$ cat config.mk
export PLATFORM = sky130hd
export DESIGN_NAME = signed_int_to_decimal_ascii
export DESIGN_NICKNAME = d
export VERILOG_FILES = /design/src/sitda_pkg.sv /design/src/sitda_datapath.sv /design/src/sitda_ctrl.sv /design/src/signed_int_to_decimal_ascii.sv
export SDC_FILE = /design/constraint.sdc
export NUM_CORES = 1
export LEC_CHECK = 0
export ABC_AREA = 1
export BUFFER_PORTS_ARGS = -buffer_cell sky130_fd_sc_hd__buf_2
export CAP_MARGIN = 15
export CELL_PAD_IN_SITES_DETAIL_PLACEMENT = 1
export CELL_PAD_IN_SITES_GLOBAL_PLACEMENT = 1
export CORE_MARGIN = 2
export CORE_UTILIZATION = 45
export CTS_BUF_LIST = sky130_fd_sc_hd__clkbuf_4
export DETAILED_ROUTE_END_ITERATION = 6
export PLACE_DENSITY = 0.81
export SLEW_MARGIN = 20
export SYNTH_ARGS = -nofsm -noshare
export SYNTH_HDL_FRONTEND = slang
export SYNTH_SLANG_ARGS = --single-unit
$ cat constraint.sdc
create_clock -name clk -period 5.6 [get_ports clk]
set_input_delay 1.12 -clock clk [delete_from_list [all_inputs] [get_ports clk]]
set_output_delay 1.12 -clock clk [all_outputs]
set_load 0.02 [all_outputs]
$ cat src/sitda_pkg.sv
package sitda_pkg;

    // Width of one packed BCD digit.
    localparam int DIGIT_W = 4;

    // ASCII codes that the block emits.
    localparam logic [7:0] CHAR_ZERO    = 8'd48;
    localparam logic [7:0] CHAR_MINUS   = 8'd45;
    localparam logic [7:0] CHAR_NEWLINE = 8'd10;

    // Which character the datapath loads into its output register.
    typedef enum logic [1:0] {
        SEL_MINUS   = 2'd0,
        SEL_DIGIT   = 2'd1,
        SEL_NEWLINE = 2'd2
    } char_sel_t;

    // Commands from the controller to the datapath.
    typedef struct packed {
        logic      load;        // capture a new number and clear the BCD digits
        logic      dabble;      // one shift-add-3 step of the binary to BCD conversion
        logic      shift_digit; // drop the leading BCD digit
        logic      emit;        // load a character into the output register
        char_sel_t char_sel;
    } sitda_cmd_t;

    // Status from the datapath to the controller.
    typedef struct packed {
        logic neg;      // the captured number is negative
        logic top_zero; // the leading BCD digit is zero
        logic out_free; // the output register can take a character this cycle
    } sitda_status_t;

endpackage

$ cat src/sitda_datapath.sv
module sitda_datapath #(
    parameter int VALUE_WIDTH = 32
) (
    input  logic                          clk,
    input  logic                          rst_n,
    input  logic signed [VALUE_WIDTH-1:0] number_in,
    input  sitda_pkg::sitda_cmd_t         cmd,
    output sitda_pkg::sitda_status_t      status,
    output logic                          out_valid,
    input  logic                          out_stall,
    output logic [7:0]                    char_out,
    output logic                          last_char
);

    // Decimal digits of the largest magnitude, 2^(VALUE_WIDTH-1).
    localparam int NUM_DIGITS = ((VALUE_WIDTH - 1) * 1234) / 4096 + 1;
    localparam int BCD_W      = NUM_DIGITS * sitda_pkg::DIGIT_W;

    logic [VALUE_WIDTH-1:0] mag_reg, mag_next;
    logic [BCD_W-1:0]       bcd_reg, bcd_next;
    logic                   neg_reg, neg_next;
    logic                   valid_reg, valid_next;
    logic [7:0]             char_reg, char_next;
    logic                   last_reg, last_next;

    logic [VALUE_WIDTH-1:0] abs_value;
    logic [BCD_W-1:0]       bcd_adj;
    logic [3:0]             top_digit;

    assign abs_value = number_in[VALUE_WIDTH-1] ? (~number_in + 1'b1) : number_in;
    assign top_digit = bcd_reg[BCD_W-1 -: sitda_pkg::DIGIT_W];

    // Add three to every digit of five or more before the shift.
    always_comb
    begin
        for (int i = 0; i < NUM_DIGITS; i++)
        begin
            if (bcd_reg[i*sitda_pkg::DIGIT_W +: sitda_pkg::DIGIT_W] >= 4'd5)
            begin
                bcd_adj[i*sitda_pkg::DIGIT_W +: sitda_pkg::DIGIT_W] =
                    bcd_reg[i*sitda_pkg::DIGIT_W +: sitda_pkg::DIGIT_W] + 4'd3;
            end
            else
            begin
                bcd_adj[i*sitda_pkg::DIGIT_W +: sitda_pkg::DIGIT_W] =
                    bcd_reg[i*sitda_pkg::DIGIT_W +: sitda_pkg::DIGIT_W];
            end
        end
    end

    always_comb
    begin
        mag_next = mag_reg;
        bcd_next = bcd_reg;
        neg_next = neg_reg;
        if (cmd.load)
        begin
            mag_next = abs_value;
            bcd_next = '0;
            neg_next = number_in[VALUE_WIDTH-1];
        end
        else if (cmd.dabble)
        begin
            mag_next = {mag_reg[VALUE_WIDTH-2:0], 1'b0};
            bcd_next = {bcd_adj[BCD_W-2:0], mag_reg[VALUE_WIDTH-1]};
        end
        else if (cmd.shift_digit)
        begin
            bcd_next = bcd_reg << sitda_pkg::DIGIT_W;
        end
    end

    always_comb
    begin
        char_next = char_reg;
        last_next = last_reg;
        if (cmd.emit)
        begin
            case (cmd.char_sel)
                sitda_pkg::SEL_MINUS:
                begin
                    char_next = sitda_pkg::CHAR_MINUS;
                    last_next = 1'b0;
                end
                sitda_pkg::SEL_DIGIT:
                begin
                    char_next = sitda_pkg::CHAR_ZERO + {4'b0000, top_digit};
                    last_next = 1'b0;
                end
                sitda_pkg::SEL_NEWLINE:
                begin
                    char_next = sitda_pkg::CHAR_NEWLINE;
                    last_next = 1'b1;
                end
                default:
                begin
                    char_next = sitda_pkg::CHAR_NEWLINE;
                    last_next = 1'b1;
                end
            endcase
        end
    end

    assign valid_next = cmd.emit | (valid_reg & out_stall);

    always_ff @(posedge clk or negedge rst_n)
    begin
        if (!rst_n)
        begin
            valid_reg <= 1'b0;
        end
        else
        begin
            valid_reg <= valid_next;
        end
    end

    always_ff @(posedge clk)
    begin
        mag_reg  <= mag_next;
        bcd_reg  <= bcd_next;
        neg_reg  <= neg_next;
        char_reg <= char_next;
        last_reg <= last_next;
    end

    assign status.neg      = neg_reg;
    assign status.top_zero = (top_digit == 4'd0);
    assign status.out_free = ~valid_reg | ~out_stall;

    assign out_valid = valid_reg;
    assign char_out  = char_reg;
    assign last_char = last_reg;

    // A new character is loaded only when the output register can take it.
    a_emit_when_free: assert property (@(posedge clk) disable iff (!rst_n)
        cmd.emit |-> status.out_free)
        else $error("character loaded over a waiting transfer");

    // The closing flag sits on the newline and nowhere else.
    a_last_is_newline: assert property (@(posedge clk) disable iff (!rst_n)
        out_valid && last_char |-> char_out == sitda_pkg::CHAR_NEWLINE)
        else $error("last flag on a character that is not newline");

    // Every other character is a minus sign or a decimal digit.
    a_body_char: assert property (@(posedge clk) disable iff (!rst_n)
        out_valid && !last_char |->
            char_out == sitda_pkg::CHAR_MINUS ||
            (char_out >= sitda_pkg::CHAR_ZERO && char_out <= sitda_pkg::CHAR_ZERO + 8'd9))
        else $error("illegal character in the digit run");

endmodule

$ cat src/sitda_ctrl.sv
module sitda_ctrl #(
    parameter int VALUE_WIDTH = 32
) (
    input  logic                     clk,
    input  logic                     rst_n,
    input  logic                     in_valid,
    output logic                     in_stall,
    input  sitda_pkg::sitda_status_t status,
    output sitda_pkg::sitda_cmd_t    cmd
);

    localparam int NUM_DIGITS = ((VALUE_WIDTH - 1) * 1234) / 4096 + 1;
    localparam int BIT_CW     = $clog2(VALUE_WIDTH + 1);
    localparam int DIG_CW     = $clog2(NUM_DIGITS + 1);
    localparam logic [BIT_CW-1:0] BIT_INIT = BIT_CW'(VALUE_WIDTH);
    localparam logic [DIG_CW-1:0] DIG_INIT = DIG_CW'(NUM_DIGITS);

    typedef enum logic [5:0] {
        S_IDLE  = 6'b000001,
        S_CONV  = 6'b000010,
        S_SKIP  = 6'b000100,
        S_SIGN  = 6'b001000,
        S_DIGIT = 6'b010000,
        S_NL    = 6'b100000
    } state_t;

    state_t            state_reg, state_next;
    logic [BIT_CW-1:0] bit_cnt_reg, bit_cnt_next;
    logic [DIG_CW-1:0] dig_cnt_reg, dig_cnt_next;

    always_comb
    begin
        state_next      = state_reg;
        bit_cnt_next    = bit_cnt_reg;
        dig_cnt_next    = dig_cnt_reg;
        cmd.load        = 1'b0;
        cmd.dabble      = 1'b0;
        cmd.shift_digit = 1'b0;
        cmd.emit        = 1'b0;
        cmd.char_sel    = sitda_pkg::SEL_DIGIT;
        in_stall        = 1'b1;
        case (state_reg)
            S_IDLE:
            begin
                in_stall = 1'b0;
                if (in_valid)
                begin
                    cmd.load     = 1'b1;
                    bit_cnt_next = BIT_INIT;
                    dig_cnt_next = DIG_INIT;
                    state_next   = S_CONV;
                end
            end
            S_CONV:
            begin
                cmd.dabble   = 1'b1;
                bit_cnt_next = bit_cnt_reg - 1'b1;
                if (bit_cnt_reg == BIT_CW'(1))
                begin
                    state_next = S_SKIP;
                end
            end
            S_SKIP:
            begin
                if (status.top_zero && dig_cnt_reg != DIG_CW'(1))
                begin
                    cmd.shift_digit = 1'b1;
                    dig_cnt_next    = dig_cnt_reg - 1'b1;
                end
                else if (status.neg)
                begin
                    state_next = S_SIGN;
                end
                else
                begin
                    state_next = S_DIGIT;
                end
            end
            S_SIGN:
            begin
                if (status.out_free)
                begin
                    cmd.emit     = 1'b1;
                    cmd.char_sel = sitda_pkg::SEL_MINUS;
                    state_next   = S_DIGIT;
                end
            end
            S_DIGIT:
            begin
                if (status.out_free)
                begin
                    cmd.emit        = 1'b1;
                    cmd.char_sel    = sitda_pkg::SEL_DIGIT;
                    cmd.shift_digit = 1'b1;
                    dig_cnt_next    = dig_cnt_reg - 1'b1;
                    if (dig_cnt_reg == DIG_CW'(1))
                    begin
                        state_next = S_NL;
                    end
                end
            end
            S_NL:
            begin
                if (status.out_free)
                begin
                    cmd.emit     = 1'b1;
                    cmd.char_sel = sitda_pkg::SEL_NEWLINE;
                    state_next   = S_IDLE;
                end
            end
            default:
            begin
                state_next = S_IDLE;
            end
        endcase
    end

    always_ff @(posedge clk or negedge rst_n)
    begin
        if (!rst_n)
        begin
            state_reg   <= S_IDLE;
            bit_cnt_reg <= '0;
            dig_cnt_reg <= '0;
        end
        else
        begin
            state_reg   <= state_next;
            bit_cnt_reg <= bit_cnt_next;
            dig_cnt_reg <= dig_cnt_next;
        end
    end

    // After a transfer on the input the block holds off until the run is out.
    a_busy_after_accept: assert property (@(posedge clk) disable iff (!rst_n)
        in_valid && !in_stall |=> in_stall)
        else $error("second input taken while a number is in conversion");

    // The conversion always ends with its full bit count spent.
    a_conv_done: assert property (@(posedge clk) disable iff (!rst_n)
        state_reg == S_CONV && state_next == S_SKIP |-> bit_cnt_reg == BIT_CW'(1))
        else $error("conversion left before all bits were shifted in");

    // The newline follows only after the last digit has gone out.
    a_digits_done: assert property (@(posedge clk) disable iff (!rst_n)
        $rose(state_reg == S_NL) |-> dig_cnt_reg == '0)
        else $error("newline reached with digits left");

endmodule

$ cat src/signed_int_to_decimal_ascii.sv
// The first character is loaded once the conversion and the leading-zero skip are done;
// the digit capacity is 10 at the default width.
// A new number is taken only once the newline of the last one enters the output register,
// and a minus sign adds the sign state to the run; a stalled output holds the run.
// Reset (rst_n, asynchronous, active low) returns the controller to idle and empties
// the output register; there is no other state to clear.
module signed_int_to_decimal_ascii #(
    parameter int VALUE_WIDTH = 32
) (
    input  logic                          clk,
    input  logic                          rst_n,
    // Input channel: one signed integer per transfer.
    input  logic                          in_valid,
    output logic                          in_stall,
    input  logic signed [VALUE_WIDTH-1:0] number_in,
    // Output channel: one ASCII character per transfer.
    output logic                          out_valid,
    input  logic                          out_stall,
    output logic [7:0]                    char_out,
    output logic                          last_char
);

    // The conversion is a bit-serial double dabble: the magnitude is shifted into a
    // packed BCD register one bit per cycle, with every digit of five or more first
    // raised by three. The bit loop over all VALUE_WIDTH bits is what sets the rate.
    //
    // Leading zeros are then dropped one digit per cycle by shifting the BCD register
    // left until its leading digit is nonzero or only one digit is left, so zero still
    // prints as a single '0'. The sign, the digits and the closing newline then leave
    // through a single output register, one character per transfer. The magnitude is
    // taken as an unsigned VALUE_WIDTH-bit number, so the most negative value prints
    // correctly.
    //
    // The block takes a new number only while the controller is idle; the controller
    // returns there on the cycle the newline enters the output register, so the next
    // number can start while the newline still waits to be taken.

    sitda_pkg::sitda_cmd_t    cmd;
    sitda_pkg::sitda_status_t status;

    sitda_ctrl #(
        .VALUE_WIDTH (VALUE_WIDTH)
    ) u_ctrl (
        .clk      (clk),
        .rst_n    (rst_n),
        .in_valid (in_valid),
        .in_stall (in_stall),
        .status   (status),
        .cmd      (cmd)
    );

    sitda_datapath #(
        .VALUE_WIDTH (VALUE_WIDTH)
    ) u_datapath (
        .clk       (clk),
        .rst_n     (rst_n),
        .number_in (number_in),
        .cmd       (cmd),
        .status    (status),
        .out_valid (out_valid),
        .out_stall (out_stall),
        .char_out  (char_out),
        .last_char (last_char)
    );

endmodule
; Word level (Yosys, flattened, before mapping)
; Cells that the tools add are included.
[totals]
ff_bits = 99
latchBits = 0
mem_bits_rw = 0
mem_bits_ro = 0
input_bits = 36
word_cells = 110
n_memories = 0
[classes]
add_sub_neg = 14
n_mul = 0
div = 0
order_cmp = 10
eq_ne = 18
n_shift = 0
mux = 42
bitwise = 6
n_reduce_logical = 11
[op_table]
columns = op, count
row1 = 32-bit two-way mux, 3
row2 = 40-bit two-way mux, 2
row3 = 4-bit two-way mux, 13
row4 = 6-bit two-way mux, 8
row5 = 4-bit by 3-bit greater-or-equal comparator with 1-bit output (second input constant), 10
row6 = 4-bit by 2-bit adder with 4-bit output (second input constant), 9
row7 = 6-bit case mux with 6 select lines, 1
row8 = 32-bit by 1-bit adder with 32-bit output (second input constant), 1
row9 = 32-bit NOT, 1
row10 = 8-bit case mux with 2 select lines, 1
row11 = 6-bit by 1-bit == test with 1-bit output (second input constant), 2
row12 = 4-bit case mux with 3 select lines, 1
row13 = 6-bit case mux with 2 select lines, 1
row14 = 2-bit inequality test (second input constant), 5
row15 = 3-bit two-way mux, 3
row16 = 3-bit case mux with 3 select lines, 1
row17 = 6-bit by 4-bit adder with 7-bit output (first input constant), 1
row18 = 7-bit AND reduction, 1
row19 = 6-bit by 2-bit == test with 1-bit output (second input constant), 1
row20 = 6-bit by 3-bit == test with 1-bit output (second input constant), 1
row21 = 6-bit by 4-bit == test with 1-bit output (second input constant), 1
row22 = 6-bit by 5-bit == test with 1-bit output (second input constant), 1
row23 = 6-bit == test (second input constant), 1
row24 = 1-bit two-way mux, 6
row25 = 20 further kinds, 26

; Logic depth before layout (Yosys ltp)
; Gate-level depths: netlist of run 1.
[logic_depth]
ltp_word = 7
depth_mapped = 11
ltp_nobuf = 11

; By module
; Synthesis of run 1 repeated with hierarchy kept, for this count alone.
[unflattened]
cells_unflattened = 833
hier_area_um2 = 6303.5
[modules_own_cells]
columns = module, n_inst, cells_each, area_each_um2, seq_area_each_um2
row1 = sitda_datapath, 1, 687, 5201.2, 2026.9
row2 = sitda_ctrl, 1, 146, 1102.3, 401.6

; Worst setup path before layout of run 1
; OpenSTA, ideal clock, no wires.
[synth_timing]
path_kind = input-to-reg
start = in in_valid
end = reg u_datapath.mag_reg[0], enable pin
setup_time_ps = 373
t_arrival_ps = 2040
required_ps = 5227
setup_slack_ps = 3187
cell_stages = 4
cell_sequence = nand4_1 inv_2 nor2_1 inv_2
[synth_between]
elab_chain_cells = 3
[synth_lines]
columns = element, line_no
row1 = "start, declared", signed_int_to_decimal_ascii.sv:13  ; input logic in_valid,
row2 = 1-bit two-way mux, sitda_ctrl.sv:46  ; if (in_valid)
row3 = 1-bit two-way mux, sitda_ctrl.sv:42  ; case (state_reg)
row4 = 2-bit nonzero test (no line), n/a
row5 = "end signal, assigned", sitda_datapath.sv:120  ; mag_reg <= mag_next;
row6 = "end, declared", sitda_datapath.sv:19  ; logic [VALUE_WIDTH-1:0] mag_reg, mag_next;
; No other way between the ends.
; A chain may end at the register's enable or synchronous reset.

; Worst setup path in the final report of run 1
[layout_timing]
start = reg u_ctrl.state_reg[1]
end = reg u_datapath.bcd_reg[34]
[layout_between]
elab_chain_cells = 3
elab_cells_between_ends = 9
[layout_lines]
columns = element, line_no
row1 = "start, declared", sitda_ctrl.sv:27  ; state_t state_reg, state_next;
row2 = "start signal, assigned", sitda_ctrl.sv:128  ; state_reg <= state_next;
row3 = 6-bit by 5-bit == test with 1-bit output (tied with other cells), sitda_ctrl.sv:42
row4 = 1-bit case mux with 2 select lines / 1-bit two-way mux (equally long branches), sitda_ctrl.sv:42
row5 = 2-bit nonzero test (no line) / 40-bit two-way mux (equally long branches), n/a
row6 = "end signal, assigned", sitda_datapath.sv:121  ; bcd_reg <= bcd_next;
row7 = "end, declared", sitda_datapath.sv:20  ; logic [BCD_W-1:0] bcd_reg, bcd_next;
; Several ways; a longest one is shown, not always the timed one.

==> results_dict.tcl, run 1 <==
set metrics [dict create \
    status "completed" \
    setup_tns_ps 0 \
    skew_ps 12.8 \
    coreArea_um2 13900 \
    portBuffers 44 \
    crit_chain "nor2_1 -> inv_1 -> nor3_4 -> nand2_2 -> nand3_4 -> inv_2 -> nor2_1 -> nor2_1" \
    num_io_pins 47 \
    postCtsSetupBuffers 0 \
    cts_resized 0 \
    synth.cell_area_um2 6460 \
    max_freq_ghz 0.355 \
    routed_via_density 5.54 \
    dr.pass1.iters 4 \
    cpMostUsedCell "nor2_1" \
    hold_slack_ps 507 \
    min_from "u_datapath.bcd_reg[23]" \
    ys_ff_latch 97 \
    max_stage_delay_ps 600 \
    final_cells 1125 \
    slew_viol_final 0 \
    path_depth 8 \
    dpl.hpwl_um 12900 \
    drive_gt1_share_pct 8.79 \
    placed_cells 1108 \
    syn_avg_cell_area_um2 7.03 \
    hold_viol 0 \
    crit_buf_inv 2 \
    largest_reg_flops 40 \
    criticalPathCategory "flop to flop" \
    fillCellCount 1864 \
    htree_levels 3 \
    cts_made_buffers 9 \
    areaGrowthSynthToFinish_pct 6.61 \
    crit_fanout 41 \
    period_share_pct 50.3 \
    ctsHoldBuffers 0 \
    synth-seq-area-share_pct 37.6 \
    clock_latency_ps 470 \
    drc_errors 0 \
    worstSetupEndpointType "flop" \
    ys_async_sr_fraction_pct 17.5 \
    relSlewSlack_pct 38.0 \
    cp_data_required_time_ps 5980 \
    placed_area_um2 6740 \
    grt-ovfl-total 0 \
    ir_worst_vdd_v 0.000231 \
    cts_buffer_depth 2 \
    powerDensity_nw_per_um2 525 \
    final_area_um2 6880 \
    place.gp.congestion 0.840 \
    final_common_cell "nand2_1" \
    finalWirelength_um 18300 \
    die_y_um 124 \
    cts_root_buffer "clkbuf_4" \
    finalCriticalPeriod_ps 2820 \
    syn-instance-count 918 \
    worst_slew_pin_slew_ps 926 \
    holdPathStages 2 \
    synth_cell_types 37 \
    final_nets 1001 \
    placement_rows 43 \
    rsz0062_at_grt "false" \
    synth_edf_count 40 \
    setup.worst_path.start "u_ctrl.state_reg[1]" \
    slowest_stage "nand2_2" \
    cts.sinks 97 \
    clkTransAtPathRegs_ps 170 \
    wire_per_inst_um 16.2 \
    grt_max_degree 64 \
    maxCapViolCount 0 \
    cts_tree "built" \
    synth_ff_type "edfxtp_1" \
    grt_pass1_vias 6644 \
    timing.rr.start "u_ctrl.state_reg[1]" \
    die_area_um2 15300 \
    arrival_ps 3200 \
    final-setup-viol-count 0 \
    start_util_pct 46.3 \
    grt_util_all_layers_pct 25.3 \
    rr_worst_depth 8 \
    dieWidth_um 124 \
    grt_pass1_wl_um 30900 \
    leakagePower_nw 3.15 \
    dr_total_vias 6235 \
    antenna_found_initial 1 \
    drtIter0Drc 307 \
    cp_top_family "simple AND/OR/NAND/NOR gates" \
    ant_nets 0 \
    synth_warnings 0 \
    worstSetupStartpointType "flop" \
    final_cell_mix "250 x nand2_1, 96 x nor2_1, 90 x inv_1" \
    hold_class "flop to flop" \
    finalPower_w 0.00361 \
]
==> power by group <==
part / internal [W] / switching (W)
registers: 0.00113 / 0.000208
clock network: 0.000141 / 0.000265
logic: 0.000599 / 0.00127
==> worst min-delay path: stages, from the launching register on <==
cell and delay [ps]:
dfxtp_1 340, nand4_1 80, a21oi_1 60
==> cells by family after synthesis <==
group | count (synthesis) | share of synthesized area (%)
compound gates | 140 | 11.4
xor+xnor | 24 | 3.26
fa+ha+maj | 26 | 5.04
buf+inv | 136 | 8.74
flops | 97 | 37.6
other cells | 1 | 0.0581
simple gates | 494 | 33.9
==> final timing paths <==
path	to	slack (ps)
setup reg to reg	u_datapath.bcd_reg[34]	2780
min in group asynchronous	u_ctrl.bit_cnt_reg[3]	540
setup / recovery	u_datapath.bcd_reg[34]	2780
hold / removal	u_datapath.bcd_reg[23]	510
hold reg to reg	u_datapath.bcd_reg[23]	510
max in group asynchronous	u_ctrl.state_reg[0]	4720
==> cell usage after synthesis, types with 8 or more instances <==
cell / count / area share, %
dfxtp_1: 40 / 12
a21oi_1: 31 / 2.4
dfrtp_1: 16 / 6.2
edfxtp_1: 40 / 19
ha_1: 26 / 5.0
xor2_1: 18 / 2.4
nand3_1: 72 / 5.6
nor2_1: 96 / 5.6
nand2_1: 250 / 15
o21ai_1: 13 / 1.0
o211ai_1: 8 / 0.93
nand4_1: 51 / 4.9
clkbuf_1: 20 / 1.2
o21ai_0: 77 / 6.0
inv_1: 90 / 5.2
o22ai_1: 10 / 0.97
buf_2: 13 / 1.0
==> routing by layer <==
| layer | global-route usage [%] | up-vias | share of wire, % |
|---|---|---|---|
| met5 | 0 | - | 0 |
| met4 | 8.10 | 0 | 1.4 |
| met3 | 2.56 | 16 | 2.9 |
| met2 | 47.9 | 112 | 51 |
| met1 | 29.9 | 3010 | 45 |
| li1 | - | 3097 | - |
==> area by class of cell <==
cell class / count / area, µm² / share of cell area (%)
clock buffers: 9 / 67.6 / 0.981
clock inverters: 7 / 77.6 / 1.13
multi-input cells: 686 / 3470 / 50.4
flip-flops and latches: 97 / 2430 / 35.3
well taps: 180 / 225 / 3.27
repair buffers: 48 / 250 / 3.64
inverters: 97 / 364 / 5.29
diodes: 1 / 2.50 / 0.0364
==> stage by stage <==
step / util [%] / setup slack (ps)
5_1_grt: 49.4 / 2590
3_3_place_gp: 48.3 / 2390
4_1_cts: 49.4 / 2770
6_report: 49.4 / 2780
2_1_floorplan: - / 3190
3_5_place_dp: 48.3 / 2300
Power figures use the tool's default switching activity.
==> inputs of run 2 (changes only) <==
==> constraint.sdc (replaced) <==
create_clock -name clk -period 2.9 [get_ports clk]
set_input_delay 0.58 -clock clk [delete_from_list [all_inputs] [get_ports clk]]
set_output_delay 0.58 -clock clk [all_outputs]
set_load 0.02 [all_outputs]
==> run 2 against run 1 <==
  * Global-route usage is essentially flat
  * Wire length increased by 1.3%
  * Clock-buffer cell count did not move
  * Worst setup slack got worse by 2100 ps
  * Via count grew 0.67%
  * Core utilization rose by 0.18 points
  * Critical path type is now flop to output port
  * Largest cell class unchanged
==> results_dict.tcl, run 2 (synthesized netlist as in run 1, its figures left out) <==
set metrics [dict create \
    routed_via_density 5.55 \
    areaGrowthSynthToFinish_pct 6.99 \
    ir_worst_vdd_v 0.000335 \
    crit_chain "inv_1 -> nor2_1 -> nand3_1 -> buf_2" \
    max_freq_ghz 0.459 \
    placement_rows 43 \
    cts_tree "built" \
    final_common_cell "nand2_1" \
    criticalPathCategory "flop to output port" \
    rrSetupSlack_ps 790 \
    cts_made_buffers 9 \
    skew_ps 11.3 \
    dr_total_vias 6277 \
    rsz0062_at_grt "false" \
    leakagePower_nw 3.17 \
    max_stage_delay_ps 580 \
    largest_reg_flops 40 \
    die_area_um2 15300 \
    timing.rr.start "u_ctrl.state_reg[1]" \
    worstReg2RegEnd "u_datapath.last_char" \
    hold_viol 0 \
    rr_worst_depth 7 \
    crit_buf_inv 2 \
    cts_resized 0 \
    drive_gt1_share_pct 9.36 \
    drtIter0Drc 240 \
    antenna_found_initial 1 \
    grt_pass1_vias 6382 \
    cp_top_family "flip-flops" \
    final_util_pct 49.6 \
    final_nets 1008 \
    arrival_ps 1600 \
    finalWirelength_um 18500 \
    dieWidth_um 124 \
    relSlewSlack_pct 51.2 \
    cts_root_buffer "clkbuf_4" \
    htree_levels 3 \
    cts_buffer_depth 2 \
    holdPathStages 3 \
    coreArea_um2 13900 \
    clkTransAtPathRegs_ps 140 \
    placed_cells 1114 \
    worst_slew_pin_slew_ps 730 \
    grt-ovfl-total 0 \
    die_y_um 124 \
    hold_class "input pin to flop" \
    cts.sinks 97 \
    setup_tns_ps 0 \
    portBuffers 44 \
    final_cell_mix "250 x nand2_1, 96 x nor2_1, 90 x inv_1" \
    drc_errors 0 \
    hold_path_end "u_ctrl.state_reg[0]" \
    num_io_pins 47 \
    cp_data_required_time_ps 2320 \
    ant_nets 0 \
    slowest_stage "dfstp_2" \
    maxCapViolCount 0 \
    slew_viol_final 0 \
    period_share_pct 75.0 \
    worstSetupEndpointType "output port" \
    final_cells 1132 \
    grt_max_degree 64 \
    powerDensity_nw_per_um2 998 \
    dr.pass1.iters 4 \
    worstSetupStartpointType "flop" \
    wire_per_inst_um 16.4 \
    status "completed" \
    crit_fanout 3 \
    grt_pass1_wl_um 30600 \
    start_util_pct 46.3 \
    dpl.hpwl_um 13200 \
    clock_latency_ps 480 \
    min_from "in_valid" \
    finalPower_w 0.00690 \
    finalCriticalPeriod_ps 2180 \
    place.gp.congestion 0.880 \
    final-setup-viol-count 0 \
    grt_util_all_layers_pct 25.4 \
]
-- run 2: worst max-delay path by stage --
stage	startpoint	cells past startpoint	slack (ps)	endpoint
2_1_floorplan	u_ctrl.state_reg[0]	6	930	u_datapath.mag_reg[0]
3_3_place_gp	number_in[0]	10	740	u_datapath.mag_reg[22]
3_5_place_dp	number_in[0]	10	650	u_datapath.mag_reg[26]
4_1_cts	u_ctrl.state_reg[0]	4	700	in_stall
5_1_grt	u_ctrl.state_reg[1]	7	590	u_datapath.char_out[2]
6_report	u_ctrl.state_reg[0]	4	720	in_stall
-- run 2: metal layers --
metal  track usage, %  wire length (µm)  share of wire, %
met5                0                 0                 0
met1             30.1              8220                44
met2             47.3              9530                51
met3             4.40               612               3.3
met4             6.11               157              0.85
-- run 2: final cells by class --
class	instances	area, µm²
repair buffers	55	305
inverters	97	364
well taps	180	225
clock inverters	7	47.5
clock buffers	9	67.6
flip-flops and latches	97	2430
diodes	1	2.50
fillers	1837	7030
multi-input cells	686	3470
-- run 2: worst register-to-register path, stage by stage, from the launching register on --
cell	delay, ps
dfrtp_1	440
nor2_1	200
inv_1	110
nor3_4	260
inv_1	150
nand2_1	120
inv_1	60
nor2_1	440
-- run 2: per-stage QoR --
| step | setup slack, ps | hold WS (ps) | area (µm²) |
|---|---|---|---|
| floorplan | 930 | 284 | 6460 |
| global placement | 738 | 475 | 6780 |
| detailed placement | 649 | 487 | 6780 |
| CTS | 697 | 361 | 6910 |
| global route | 587 | 362 | 6910 |
| finish | 724 | 400 | 6910 |
-- run 2: power breakdown --
part	total [W]	switching, W	internal [W]
Clock	0.000669	0.000495	0.000174
Sequential	0.00259	0.000397	0.00219
Combinational	0.00364	0.00246	0.00118
Total	0.00690	0.00335	0.00355
-- run 2: what timing repair did --
item,in CTS,in global routing
hold endpoints to repair,16,0
setup buffers,0,0
hold buffers,1,0
